<file path="config.mk">
export PLATFORM = sky130hd
export DESIGN_NAME = tml_raster
export DESIGN_NICKNAME = d
export VERILOG_FILES = /design/src/rtl/core/tml_pkg.sv /design/src/rtl/core/tml_raster.sv
export SDC_FILE = /design/constraint.sdc
export NUM_CORES = 1
export LEC_CHECK = 0
export ABC_AREA = 1
export ABC_CLOCK_PERIOD_IN_PS = 2900
export BUFFER_PORTS_ARGS = -buffer_cell sky130_fd_sc_hd__clkbuf_2
export CELL_PAD_IN_SITES_DETAIL_PLACEMENT = 0
export CELL_PAD_IN_SITES_GLOBAL_PLACEMENT = 1
export CORE_MARGIN = 5
export CORE_UTILIZATION = 40
export DETAILED_ROUTE_END_ITERATION = 8
export PLACE_DENSITY_LB_ADDON = 0.15
export SYNTH_ARGS = -nofsm -noshare
export SYNTH_HDL_FRONTEND = slang
export SYNTH_SLANG_ARGS = --single-unit
</file>
<file path="constraint.sdc">
create_clock -name clk_i -period 2.9 [get_ports clk_i]
set_input_delay 0.145 -clock clk_i [delete_from_list [all_inputs] [get_ports clk_i]]
set_output_delay 0.145 -clock clk_i [all_outputs]
set_load 0.05 [all_outputs]
</file>
<file path="src/rtl/core/tml_pkg.sv">
// Shared constants, types and helpers of the tile minimum locator.
`timescale 1ns / 1ps
`default_nettype none

package tml_pkg;

  localparam int unsigned PIX_W      = 16;
  localparam int unsigned TSZ_W      = 7;
  localparam int unsigned DIM_W      = 11;
  localparam int unsigned CNT_W      = 10;
  localparam int unsigned OFF_W      = 6;
  localparam int unsigned TILE_MAX   = 64;
  localparam int unsigned DIM_MAX    = 1024;
  localparam int unsigned MEM_DEPTH  = 1024;
  localparam int unsigned CFG_IDX_W  = 2;
  localparam int unsigned CFG_DATA_W = 16;

  // register indexes
  localparam logic [CFG_IDX_W-1:0] CFG_TILE_SIZE    = 2'd0;
  localparam logic [CFG_IDX_W-1:0] CFG_IMAGE_WIDTH  = 2'd1;
  localparam logic [CFG_IDX_W-1:0] CFG_IMAGE_HEIGHT = 2'd2;
  localparam logic [CFG_IDX_W-1:0] CFG_THRESHOLD    = 2'd3;

  localparam logic [TSZ_W-1:0]        TILE_SIZE_RST = 7'd8;
  localparam logic [DIM_W-1:0]        WIDTH_RST     = 11'd640;
  localparam logic [DIM_W-1:0]        HEIGHT_RST    = 11'd480;
  localparam logic signed [PIX_W-1:0] THRESH_RST    = 16'sd0;

  // position of the pixel being accepted, plus its tile boundary flags
  typedef struct packed {
    logic [CNT_W-1:0] tcol;
    logic [CNT_W-1:0] trow;
    logic [OFF_W-1:0] xo;
    logic [OFF_W-1:0] yo;
    logic             seg_first;
    logic             tile_first;
    logic             seg_last;
    logic             tile_done;
    logic             frame_last;
  } coord_t;

  // running minimum of one tile and where it sits
  typedef struct packed {
    logic signed [PIX_W-1:0] min_val;
    logic [OFF_W-1:0]        yo;
    logic [OFF_W-1:0]        xo;
  } entry_t;

  function automatic logic [TSZ_W-1:0] clamp_tile(input logic [TSZ_W-1:0] v);
    logic [TSZ_W-1:0] r;
    r = v;
    if (v == '0) begin
      r = TSZ_W'(1);
    end else if (v > TSZ_W'(TILE_MAX)) begin
      r = TSZ_W'(TILE_MAX);
    end
    return r;
  endfunction

  function automatic logic [DIM_W-1:0] clamp_dim(input logic [DIM_W-1:0] v);
    logic [DIM_W-1:0] r;
    r = v;
    if (v == '0) begin
      r = DIM_W'(1);
    end else if (v > DIM_W'(DIM_MAX)) begin
      r = DIM_W'(DIM_MAX);
    end
    return r;
  endfunction

endpackage

`default_nettype wire

</file>
<file path="src/rtl/core/tml_raster.sv">
// Raster position counters: pixel, tile and in-tile offset, kept in step.
`timescale 1ns / 1ps
`default_nettype none

module tml_raster (
  input  wire logic                        clk_i,
  input  wire logic                        rst_ni,
  input  wire logic                        restart_i,
  input  wire logic                        adv_i,
  input  wire logic [tml_pkg::TSZ_W-1:0]   tile_size_i,
  input  wire logic [tml_pkg::DIM_W-1:0]   width_i,
  input  wire logic [tml_pkg::DIM_W-1:0]   height_i,
  output tml_pkg::coord_t                  coord_o
);

  logic [tml_pkg::CNT_W-1:0] x_q, x_d, y_q, y_d;
  logic [tml_pkg::CNT_W-1:0] tcol_q, tcol_d, trow_q, trow_d;
  logic [tml_pkg::OFF_W-1:0] xo_q, xo_d, yo_q, yo_d;
  logic col_end, row_end, xo_end, yo_end;

  assign col_end = (tml_pkg::DIM_W'(x_q) + tml_pkg::DIM_W'(1)) == width_i;
  assign row_end = (tml_pkg::DIM_W'(y_q) + tml_pkg::DIM_W'(1)) == height_i;
  assign xo_end  = (tml_pkg::TSZ_W'(xo_q) + tml_pkg::TSZ_W'(1)) == tile_size_i;
  assign yo_end  = (tml_pkg::TSZ_W'(yo_q) + tml_pkg::TSZ_W'(1)) == tile_size_i;

  always_comb begin
    coord_o.tcol       = tcol_q;
    coord_o.trow       = trow_q;
    coord_o.xo         = xo_q;
    coord_o.yo         = yo_q;
    coord_o.seg_first  = (xo_q == '0);
    coord_o.tile_first = (xo_q == '0) && (yo_q == '0);
    coord_o.seg_last   = xo_end || col_end;
    coord_o.tile_done  = (xo_end || col_end) && (yo_end || row_end);
    coord_o.frame_last = col_end && row_end;
  end

  always_comb begin
    x_d    = x_q;
    y_d    = y_q;
    xo_d   = xo_q;
    yo_d   = yo_q;
    tcol_d = tcol_q;
    trow_d = trow_q;
    if (col_end) begin
      x_d    = '0;
      xo_d   = '0;
      tcol_d = '0;
      if (row_end) begin
        y_d    = '0;
        yo_d   = '0;
        trow_d = '0;
      end else begin
        y_d = y_q + tml_pkg::CNT_W'(1);
        if (yo_end) begin
          yo_d   = '0;
          trow_d = trow_q + tml_pkg::CNT_W'(1);
        end else begin
          yo_d = yo_q + tml_pkg::OFF_W'(1);
        end
      end
    end else begin
      x_d = x_q + tml_pkg::CNT_W'(1);
      if (xo_end) begin
        xo_d   = '0;
        tcol_d = tcol_q + tml_pkg::CNT_W'(1);
      end else begin
        xo_d = xo_q + tml_pkg::OFF_W'(1);
      end
    end
  end

  always_ff @(posedge clk_i or negedge rst_ni) begin
    if (!rst_ni) begin
      x_q    <= '0;
      y_q    <= '0;
      xo_q   <= '0;
      yo_q   <= '0;
      tcol_q <= '0;
      trow_q <= '0;
    end else if (restart_i) begin
      x_q    <= '0;
      y_q    <= '0;
      xo_q   <= '0;
      yo_q   <= '0;
      tcol_q <= '0;
      trow_q <= '0;
    end else if (adv_i) begin
      x_q    <= x_d;
      y_q    <= y_d;
      xo_q   <= xo_d;
      yo_q   <= yo_d;
      tcol_q <= tcol_d;
      trow_q <= trow_d;
    end
  end

`ifndef SYNTHESIS
  // frame wrap returns every counter to the origin
  a_frame_wrap: assert property (@(posedge clk_i) disable iff (!rst_ni)
    adv_i && col_end && row_end |=>
      x_q == '0 && y_q == '0 && tcol_q == '0 && trow_q == '0 && xo_q == '0 && yo_q == '0)
    else $error("raster counters not cleared after last pixel of frame");

  a_offset_in_tile: assert property (@(posedge clk_i) disable iff (!rst_ni)
    (tml_pkg::TSZ_W'(xo_q) < tile_size_i) && (tml_pkg::TSZ_W'(yo_q) < tile_size_i))
    else $error("in-tile offset ran past tile size");

  a_column_step: assert property (@(posedge clk_i) disable iff (!rst_ni)
    adv_i && !restart_i && !col_end |=> x_q == $past(x_q) + tml_pkg::CNT_W'(1))
    else $error("column counter did not step by one");
`endif

endmodule

`default_nettype wire

</file>
# Word-level counts from Yosys, hierarchy flattened
# Cells that the tools add are included.
# Widths: inputs -> output; s select.
# totals
inputBits	33
reg_bits	52
output_inout_bits	37
# classes
add_sub_neg	10
n_mux	25
n_reduce_logical	14
n_eq_ne	4
# op_table
op	count
$mux 10	16
$mux 6	9
$add 10x1->10 const B	4
$add 10x1->11 const B	2
$eq 11x11->1	2
$add 6x1->7 const B	2
$eq 7x7->1	2
$add 6x1->6 const B	2
$logic_not 6->1	2
$reduce_bool 3->1	2
$reduce_and 2->1	2
$reduce_bool 2->1	2
$logic_and 1x1->1	3
$reduce_and 3->1	1
$logic_or 1x1->1	2

# Longest topological paths before layout
# Gate-level depths: netlist (run 1).
# depth
depth_word	7
ltp_mapped	17
depth_no_buf	16

# Worst setup path before layout (run 1)
# OpenSTA, ideal clock, no wires.
# synth_timing
path_kind	reg-to-output
startpoint	register xo_q[0] (netlist name)
endpoint	output port coord_o[3] (netlist name)
setup_slack_ps	-544
stages_incl_launch_ff	6
t_arrival_ps	3299
path_buffers	0
path_cell_list	dfrtp_1 inv_1 ha_1 nand3_1 nor3_1 nor3b_1
# synth_rtl
element	line	text
start, declared	tml_raster.sv:18	logic [tml_pkg::OFF_W-1:0] xo_q, xo_d, yo_q, yo_d;
start signal, assigned	tml_raster.sv:91	xo_q <= xo_d;
end, declared	tml_raster.sv:13	output tml_pkg::coord_t coord_o

==> flow_summary.json, run 1 <==
{
  "final_hold_viol_count": 0,
  "synth_warnings": 0,
  "clock_power_share_pct": 21.9,
  "grt-ovfl-total": 0,
  "row_count": 37,
  "status": "complete, no violations",
  "p_leak_nw": 2.409,
  "dieArea_sq_um": 12340,
  "clockBufferDepth": 2,
  "skew_ns": 0.01327,
  "yosys.cell_types.count": 32,
  "yosys-top-cells-area": "dfrtp_1, nand2_1, nand3_1",
  "die_x_um": 111.1,
  "fmax_mhz": 372.5,
  "ys_ff_latch": 52,
  "slew_viol_final": 0,
  "clk_pin_slew_ns": 0.09,
  "vias": 4071,
  "core_area_sq_um": 10140,
  "yosysTopAreaCell": "dfrtp_1",
  "worstPathMaxFanout": 6,
  "seqPwrFrac_pct": 46.2,
  "cts.htree.levels": 2,
  "met1_usage_pct": 23.48,
  "wl_per_cell_um": 12.67,
  "drc_errors": 0,
  "crit_required_ns": 2.76,
  "grtUsageMet3_pct": 2.511,
  "finalWeightedCongestion": 0.8072,
  "numCtsBuffers": 5,
  "dp.cells": 820,
  "initial_core_util_pct": 40.32,
  "synth_nets": 666,
  "setup_ws_ns": 0.2154,
  "dr.pass1.iters": 5,
  "critPathCaptureType": "primary output",
  "start_kind": "flop",
  "peakVddDrop_v": 0.0002577,
  "grt_use_total_pct": 17.42,
  "final_util_pct": 45.67,
  "dp_hpwl_um": 8258,
  "final_cell_mix": "nand2_1, nand3_1, clkbuf_2, inv_1, nor2_1",
  "final_cells": 828,
  "layout-drive-gt1-share_pct": 16.47,
  "cp.arrival_ns": 2.54,
  "period_share_pct": 92.57,
  "p_sw_share_pct": 39.61,
  "power_mw": 1.868,
  "fin_nets": 733,
  "pre_cts_ws_ns": 0.3572,
  "cts_tree": "yes",
  "fin_crit_ns": 2.685,
  "drt_wl_total_um": 10490,
  "power_density_nw_per_um2": 403.4,
  "synth_top_area_share_pct": 31.83,
  "antenna_found_initial": 0,
  "drv_cap": 0,
  "grt_pass1_vias": 3821,
  "areaGrowthSynthToFinish_pct": 13.28,
  "detail_route.vias_per_cell": 4.917,
  "num_io_pins": 70,
  "grt.busiest_layer": "met2",
  "portBuffers": 69,
  "switchingPower_uw": 740.0,
  "ant_nets": 0,
  "diodes": 0,
  "die_y_um": 111.1,
  "fill_cells": 1100,
  "drt-initial-drc-count": 190,
  "pwr-share-comb_pct": 32.0,
  "ys_seq_area_share_pct": 31.83,
  "cts_sinks": 52,
  "critPathKind": "flop to primary output",
  "syn_area_sq_um": 4088,
  "hp-class": "input pin to flop",
  "gr-usage-met2_pct": 29.89,
  "max_slew_margin_pct": 57.48,
  "netlist_instances": 625,
  "grt_max_degree": 37,
  "syn_area_per_cell_sq_um": 6.540,
  "insertion_delay_ns": 0.31,
  "setup_viol": 0,
  "grt_first_pass_wirelength_um": 18130,
  "final_common_cell": "nand2_1",
  "cts_root_buf": "clkbuf_8",
  "grt_setup_unrepaired": "no",
  "fin_setup_tns_ns": 0,
  "worstMarginPinSlew_ns": 0.6369,
  "cellInternalPower_mw": 1.128
}
==> power groups by stage <==
stage          Sequential (mW)  Clock, mW  Combinational, mW
2_1_floorplan            0.976          0              0.337
3_3_place_gp             0.873          0              0.596
3_5_place_dp             0.876          0              0.602
4_1_cts                  0.862      0.425              0.605
5_1_grt                  0.874      0.455              0.665
6_report                 0.862      0.409              0.597
==> logic make-up (layout without fill, tap and decap cells) <==
family                     after synthesis  count (layout)  synth area share (%)
and+or+nand+nor                        426             426                 46.10
adders and majority gates                8               8                 2.449
buffers and inverters                   80             147                 8.540
xor gates and xnor gates                27              27                 5.785
DFF                                     52              52                 31.83
AOI/OAI and AO/OA                       32              32                 5.295
==> area by class of cell <==
cell class                 count  area, sq um  area share, %
tap                          136        170.2          3.675
sequential                    52         1303          28.13
inverter                      69        259.0          5.593
clock inverter                 1        5.005         0.1081
timing repair buffer          71        365.4          7.890
multi-input combinational    493         2456          53.04
clock buffer                   6        72.57          1.567
==> state kept, by name (all words and copies together) (netlist names) <==
| register | flops |
|---|---|
| tcol_q | 10 |
| trow_q | 10 |
| x_q | 10 |
| xo_q | 6 |
| y_q | 10 |
| yo_q | 6 |
==> worst paths after layout <==
| check | from | endpoint | slack [ns] | cells after the start |
|---|---|---|---|---|
| worst max-delay path | xo_q[0] | coord_o[1] | 0.22 | 11 |
| worst min-delay path | adv_i | x_q[0] | 0.14 | 3 |
| worst max register to register | y_q[0] | trow_q[9] | 0.37 | 14 |
| worst min register to register | tcol_q[9] | tcol_q[9] | 0.53 | 2 |
| max in group asynchronous | rst_ni | tcol_q[3] | 1.71 | 3 |
| min in group asynchronous | rst_ni | y_q[2] | 0.36 | 2 |
==> layer usage <==
metal	wire [um]	share of wire (%)	vias to the layer above
met3	374	3.6	8
met5	0	0	-
met2	5083	48	68
met4	106	1.0	0
met1	4929	47	1878
li1	-	-	2117
==> repair_timing <==
item	CTS	global route
buffers inserted	0	0
hold buffers	1	0
endpoints found under the setup margin	0	4
endpoints found under the hold margin	21	0
resized for setup	0	4
==> Yosys cell counts <==
library cell  count
o21ai_0          11
nand2_2          10
o22ai_1           7
o21ai_1           1
nor2_2            2
nand3_2           3
dfrtp_1          52
xor2_1           21
xnor2_1           6
nand4_1          10
nand3_1          79
nand2_4           3
buf_6             5
o21bai_4          1
inv_1            65
clkbuf_1          3
a21oi_1           5
nand2_1         229
and3_1            1
ha_1              8
inv_2             3
nor3b_1           1
nor4_1            1
nor2_4            3
o21ai_2           6
clkinv_1          1
or2_2             1
buf_4             3
nor2_1           64
nor3_1            6
o21ai_4           1
nand3b_1         13
==> critical path, cell delays in order (launching register included) <==
cell and delay (ns):
dfrtp_1 0.48, inv_1 0.12, ha_1 0.34, xor2_1 0.17, nor2_1 0.09, nand3_1 0.08, nor2_1 0.12, nand3b_1 0.18
inv_1 0.15, nor2_1 0.07, a21oi_1 0.13, clkbuf_2 0.31
==> per-stage QoR <==
stage / cell area (sq um) / hold WS [ns]
floorplan: 4104 / -0.1506
global placement: 4537 / 0.1815
detailed placement: 4537 / 0.1744
CTS: 4624 / 0.1317
global route: 4631 / 0.1576
finish: 4631 / 0.1362
Note: power is estimated with default switching activity, not from simulation.
==> run 2: changes to the inputs <==
--- a/config.mk
+++ b/config.mk
@@ -10,10 +10,10 @@
 export BUFFER_PORTS_ARGS = -buffer_cell sky130_fd_sc_hd__clkbuf_2
 export CELL_PAD_IN_SITES_DETAIL_PLACEMENT = 0
 export CELL_PAD_IN_SITES_GLOBAL_PLACEMENT = 1
-export CORE_MARGIN = 5
 export CORE_UTILIZATION = 40
 export DETAILED_ROUTE_END_ITERATION = 8
 export PLACE_DENSITY_LB_ADDON = 0.15
+export SLEW_MARGIN = 0
 export SYNTH_ARGS = -nofsm -noshare
 export SYNTH_HDL_FRONTEND = slang
 export SYNTH_SLANG_ARGS = --single-unit
==> run 2 against run 1 <==
Compared with the run above: via count decreased by 1.0%; critical path depth increased by 1; total power rose by 3.3%; largest cell class unchanged; final cell count down 0.36%; setup slack worse by 0.025 ns.
==> flow_summary.json, run 2 (synthesis gave the netlist of run 1 again) <==
{
  "status": "complete, no violations",
  "cts_root_buf": "clkbuf_8",
  "drt-initial-drc-count": 154,
  "dp.cells": 817,
  "die_x_um": 103.1,
  "period_share_pct": 93.45,
  "hp-class": "input pin to flop",
  "timing.hold.ws_ns": 0.1442,
  "power_mw": 1.930,
  "top_layer": "met4",
  "cts_sinks": 52,
  "clockBufferDepth": 2,
  "numCtsBuffers": 5,
  "routed-wl-met3_um": 369,
  "clk_pin_slew_ns": 0.10,
  "final_cell_mix": "nand2_1, nand3_1, clkbuf_2, inv_1, nor2_1",
  "skew_ns": 0.008567,
  "cts.htree.levels": 2,
  "worstPathMaxFanout": 5,
  "insertion_delay_ns": 0.32,
  "fmax_mhz": 369.0,
  "num_io_pins": 70,
  "fin_setup_tns_ns": 0,
  "dp_hpwl_um": 7973,
  "met1_length_um": 5074,
  "cp.arrival_ns": 2.57,
  "grt_first_pass_wirelength_um": 17290,
  "diodes": 0,
  "r2r_end": "trow_q[9]",
  "die_y_um": 103.1,
  "drt_wl_total_um": 10440,
  "max_slew_margin_pct": 43.32,
  "vias": 4030,
  "r2r_cells": 14,
  "final_area_sq_um": 4647,
  "setup_ws_ns": 0.1899,
  "layout-drive-gt1-share_pct": 16.47,
  "drc_errors": 0,
  "worstMarginPinSlew_ns": 0.8502,
  "fill_cells": 1062,
  "dieArea_sq_um": 10630,
  "antenna_found_initial": 0,
  "start_kind": "flop",
  "p_leak_nw": 2.420,
  "dpl_cell_area_sq_um": 4533,
  "holdPathStages": 3,
  "grt_setup_unrepaired": "no",
  "critPathCaptureType": "primary output",
  "finalWeightedCongestion": 0.8211,
  "initial_core_util_pct": 41.63,
  "peakVddDrop_v": 0.0002654,
  "ff2ff_setup_slack_ns": 0.36,
  "grt-ovfl-total": 0,
  "wl_per_cell_um": 12.66,
  "hold_path_end": "x_q[0]",
  "detail_route.vias_per_cell": 4.885,
  "final_cells": 825,
  "final_common_cell": "nand2_1",
  "areaGrowthSynthToFinish_pct": 13.68,
  "power_density_nw_per_um2": 415.3,
  "final_util_pct": 47.32,
  "setup_viol": 0,
  "ant_nets": 0,
  "portBuffers": 69,
  "pre_cts_ws_ns": 0.3692,
  "worstSetupStartpoint": "x_q[0]",
  "slew_viol_final": 0,
  "cts_tree": "yes",
  "row_count": 36,
  "fin_nets": 733,
  "final_hold_viol_count": 0,
  "grt_max_degree": 37,
  "dr.pass1.iters": 4,
  "fin_crit_ns": 2.710,
  "r2r-start": "y_q[0]",
  "grt_pass1_vias": 3726,
  "worstHoldStart": "adv_i",
  "core_area_sq_um": 9819,
  "grt_use_total_pct": 20.84,
  "drv_cap": 0,
  "critPathKind": "flop to primary output",
  "crit_required_ns": 2.76,
  "wl_met2_um": 4835
}
[run 2: cell count changes in the layout (fill, tap and decap cells not counted)]
cell	delta
buf_4	+1
clkbuf_1	-1
clkbuf_2	-1
clkbuf_8	+2
clkinv_2	-1
dfrtp_1	+1
dfrtp_2	-1
[run 2: area by class of cell]
type                       count  area (sq um)  area share [%]
multi-input combinational    493          2456           52.85
sequential                    52          1301           28.00
timing repair buffer          71         367.9           7.916
inverter                      69         259.0           5.573
tap                          133         166.4           3.581
clock buffer                   7         96.34           2.073
[run 2: critical path: stages (launching register included)]
cell and delay [ns]:
dfrtp_1 0.43, ha_1 0.21, nand2_1 0.12, nor2_2 0.18, nand2_1 0.11, nand3b_1 0.18, nand3_1 0.14, nor2_1 0.12
nand3_1 0.08, nor2_1 0.09, nor2_1 0.06, a21oi_1 0.23, clkbuf_4 0.29
[run 2: per-layer routing]
| metal | global-route usage (%) | vias up |
|---|---|---|
| met5 | 0 | - |
| met4 | 6.826 | 0 |
| met3 | 2.847 | 12 |
| met2 | 34.51 | 79 |
| met1 | 28.04 | 1820 |
| li1 | - | 2119 |
[run 2: worst max-delay path by stage]
stage / endpoint / depth (start not counted)
final: coord_o[1] / 12
after global routing: coord_o[1] / 12
after CTS: coord_o[1] / 11
after detailed placement: trow_q[9] / 14
after global placement: trow_q[9] / 14
after floorplan: coord_o[1] / 10
[run 2: power by group]
group	switching, mW	internal [mW]
Clock	0.256	0.214
Combinational	0.412	0.186
Sequential	0.0845	0.778
[run 2: repair_timing]
action	CTS	global route
hold endpoints to repair	30	0
resized for setup	0	6
hold buffers	1	0
buffers inserted	0	0
endpoints found under the setup margin	0	2
==> run 3: changes to the inputs <==
--- a/config.mk
+++ b/config.mk
@@ -13,6 +13,7 @@
 export CORE_UTILIZATION = 40
 export DETAILED_ROUTE_END_ITERATION = 8
 export PLACE_DENSITY_LB_ADDON = 0.15
+export SETUP_SLACK_MARGIN = 0.5
 export SLEW_MARGIN = 0
 export SYNTH_ARGS = -nofsm -noshare
 export SYNTH_HDL_FRONTEND = slang
==> run 3 against run 2 <==
Compared with the run above: hold slack improved by 0.0020 ns; clock skew up 0.0049 ns; count of clock-buffer cells in the layout unchanged; register-to-register slack improved by 0.13 ns; core utilization rose by 7.8 points; die area is the same; critical endpoint is now coord_o[0].
==> flow_summary.json, run 3 (synthesis gave the netlist of run 1 again) <==
{
  "status": "complete, no violations",
  "worstPathMaxFanout": 4,
  "drt_wl_total_um": 11950,
  "final_hold_viol_count": 0,
  "vias": 4312,
  "dieArea_sq_um": 10630,
  "seqPwrFrac_pct": 41.4,
  "cellInternalPower_mw": 1.271,
  "p_leak_nw": 2.713,
  "max_slew_margin_pct": 33.12,
  "switchingPower_uw": 825.9,
  "cpPeakStageDelay_ns": 0.46,
  "crit_required_ns": 2.76,
  "wl_per_cell_um": 13.72,
  "crit_path_frequent_cell": "nand2_1",
  "fmax_mhz": 412.6,
  "grt_setup_unrepaired": "yes",
  "clockBufferDepth": 2,
  "peakVddDrop_v": 0.0002994,
  "fill_cells": 1023,
  "power_mw": 2.097,
  "grt-ovfl-total": 0,
  "clk_pin_slew_ns": 0.10,
  "cpMaxStageDelayCell": "dfrtp_2",
  "cts_root_buf": "clkbuf_8",
  "areaGrowthSynthToFinish_pct": 32.35,
  "final_common_cell": "nand2_1",
  "layout-drive-gt1-share_pct": 28.73,
  "finalWeightedCongestion": 0.8089,
  "insertion_delay_ns": 0.32,
  "die_y_um": 103.1,
  "numCtsBuffers": 5,
  "ant_nets": 0,
  "cts.htree.levels": 2,
  "dp.cells": 819,
  "clock_power_share_pct": 21.7,
  "skew_ns": 0.01345,
  "row_count": 36,
  "drc_errors": 0,
  "fin_crit_ns": 2.424,
  "dpl_cell_area_sq_um": 4561,
  "final_cells": 871,
  "cts_tree": "yes",
  "initial_core_util_pct": 41.63,
  "setup_ws_ns": 0.4765,
  "start_kind": "flop",
  "grt_pass1_vias": 3837,
  "path_cells": "ha_4 -> inv_2 -> nand2_1 -> nand2_1 -> nor2_1 -> nand3_1 -> nor2_1 -> nand2_1 -> nor2_2 -> nand2_2 -> nor4_4 -> clkbuf_8",
  "grt_max_degree": 37,
  "pwr-share-comb_pct": 36.9,
  "die_x_um": 103.1,
  "critPathCaptureType": "primary output",
  "slew_viol_final": 0,
  "drv_cap": 0,
  "fin_setup_tns_ns": 0,
  "worstMarginPinSlew_ns": 1.002,
  "drt-initial-drc-count": 145,
  "detail_route.vias_per_cell": 4.951,
  "setup_viol": 0,
  "fin_nets": 778,
  "dr.pass1.iters": 5,
  "critPathKind": "flop to primary output",
  "antenna_found_initial": 0,
  "final_area_sq_um": 5410,
  "dp_hpwl_um": 8016,
  "grt_first_pass_wirelength_um": 17960,
  "grt_use_total_pct": 21.65,
  "cp.arrival_ns": 2.28,
  "diodes": 0,
  "cts_sinks": 52,
  "final_cell_mix": "nand2_1, nand3_1, clkbuf_2, inv_1, nor2_1",
  "portBuffers": 69,
  "period_share_pct": 83.57,
  "timing.hold.ws_ns": 0.1462,
  "hp-class": "input pin to flop",
  "num_io_pins": 70,
  "core_area_sq_um": 9819,
  "final_util_pct": 55.10,
  "pre_cts_ws_ns": 0.2655,
  "p_sw_share_pct": 39.39,
  "power_density_nw_per_um2": 387.5
}
==> run 3: cell types whose count changed in the layout (fill, tap and decap cells not counted), sizes merged <==
| cell | delta |
|---|---|
| buf | +40 |
| o21ai | +1 |
| nand3 | +2 |
| nand2 | +3 |
| clkbuf | -1 |
| clkinvlp | +1 |
==> run 3: cell type report <==
| type | count | area (sq um) | share of cell area, % |
|---|---|---|---|
| inverter | 69 | 261.5 | 4.833 |
| sequential | 52 | 1310 | 24.21 |
| clock buffer | 7 | 86.33 | 1.596 |
| clock inverter | 1 | 7.507 | 0.1388 |
| multi-input combinational | 499 | 2800 | 51.76 |
| tap | 133 | 166.4 | 3.076 |
| timing repair buffer | 110 | 778.2 | 14.38 |
==> run 3: per-layer routing <==
layer | wire length [um] | GRT usage [%] | part of all wire [%] | vias to the layer above
met5 | 0 | 0 | 0 | -
met4 | 76 | 5.417 | 0.64 | 0
met3 | 494 | 2.644 | 4.1 | 6
met2 | 5923 | 38.21 | 50 | 76
met1 | 5455 | 28.05 | 46 | 2011
li1 | - | - | - | 2219
==> run 3: worst max-delay path: cells and delay by family, from the launching register on <==
family / cells / cell delay, ns
buffers and inverters: 2 / 0.27
adder cells (fa/ha/maj): 1 / 0.29
flip-flops: 1 / 0.46
AND/OR/NAND/NOR: 9 / 0.96
==> run 3: what timing repair did <==
item	CTS	global route
gates cloned	0	6
endpoints found under the setup margin	35	47
pin swaps	8	22
hold buffers	1	0
buffers inserted	10	27
gates resized for setup	31	56
hold endpoints to repair	30	0
==> run 3: power by group through the flow <==
stage               combinational, mW  sequential (mW)  clock [mW]
global placement                0.598            0.872           0
floorplan                       0.338            0.976           0
detailed placement              0.606            0.874           0
CTS                             0.674            0.861       0.461
finish                          0.773            0.869       0.455
global route                    0.856            0.879       0.483
==> run 3: worst paths after layout <==
check                      depth (start not counted)          to  startpoint  slack (ns)
max                                               12  coord_o[0]      y_q[0]        0.48
min                                                3     xo_q[1]       adv_i        0.15
max reg2reg                                       16   trow_q[7]      x_q[0]        0.49
min reg2reg                                        2   tcol_q[9]   tcol_q[9]        0.56
max in group asynchronous                          3   tcol_q[0]      rst_ni        1.69
min in group asynchronous                          2      x_q[2]      rst_ni        0.48
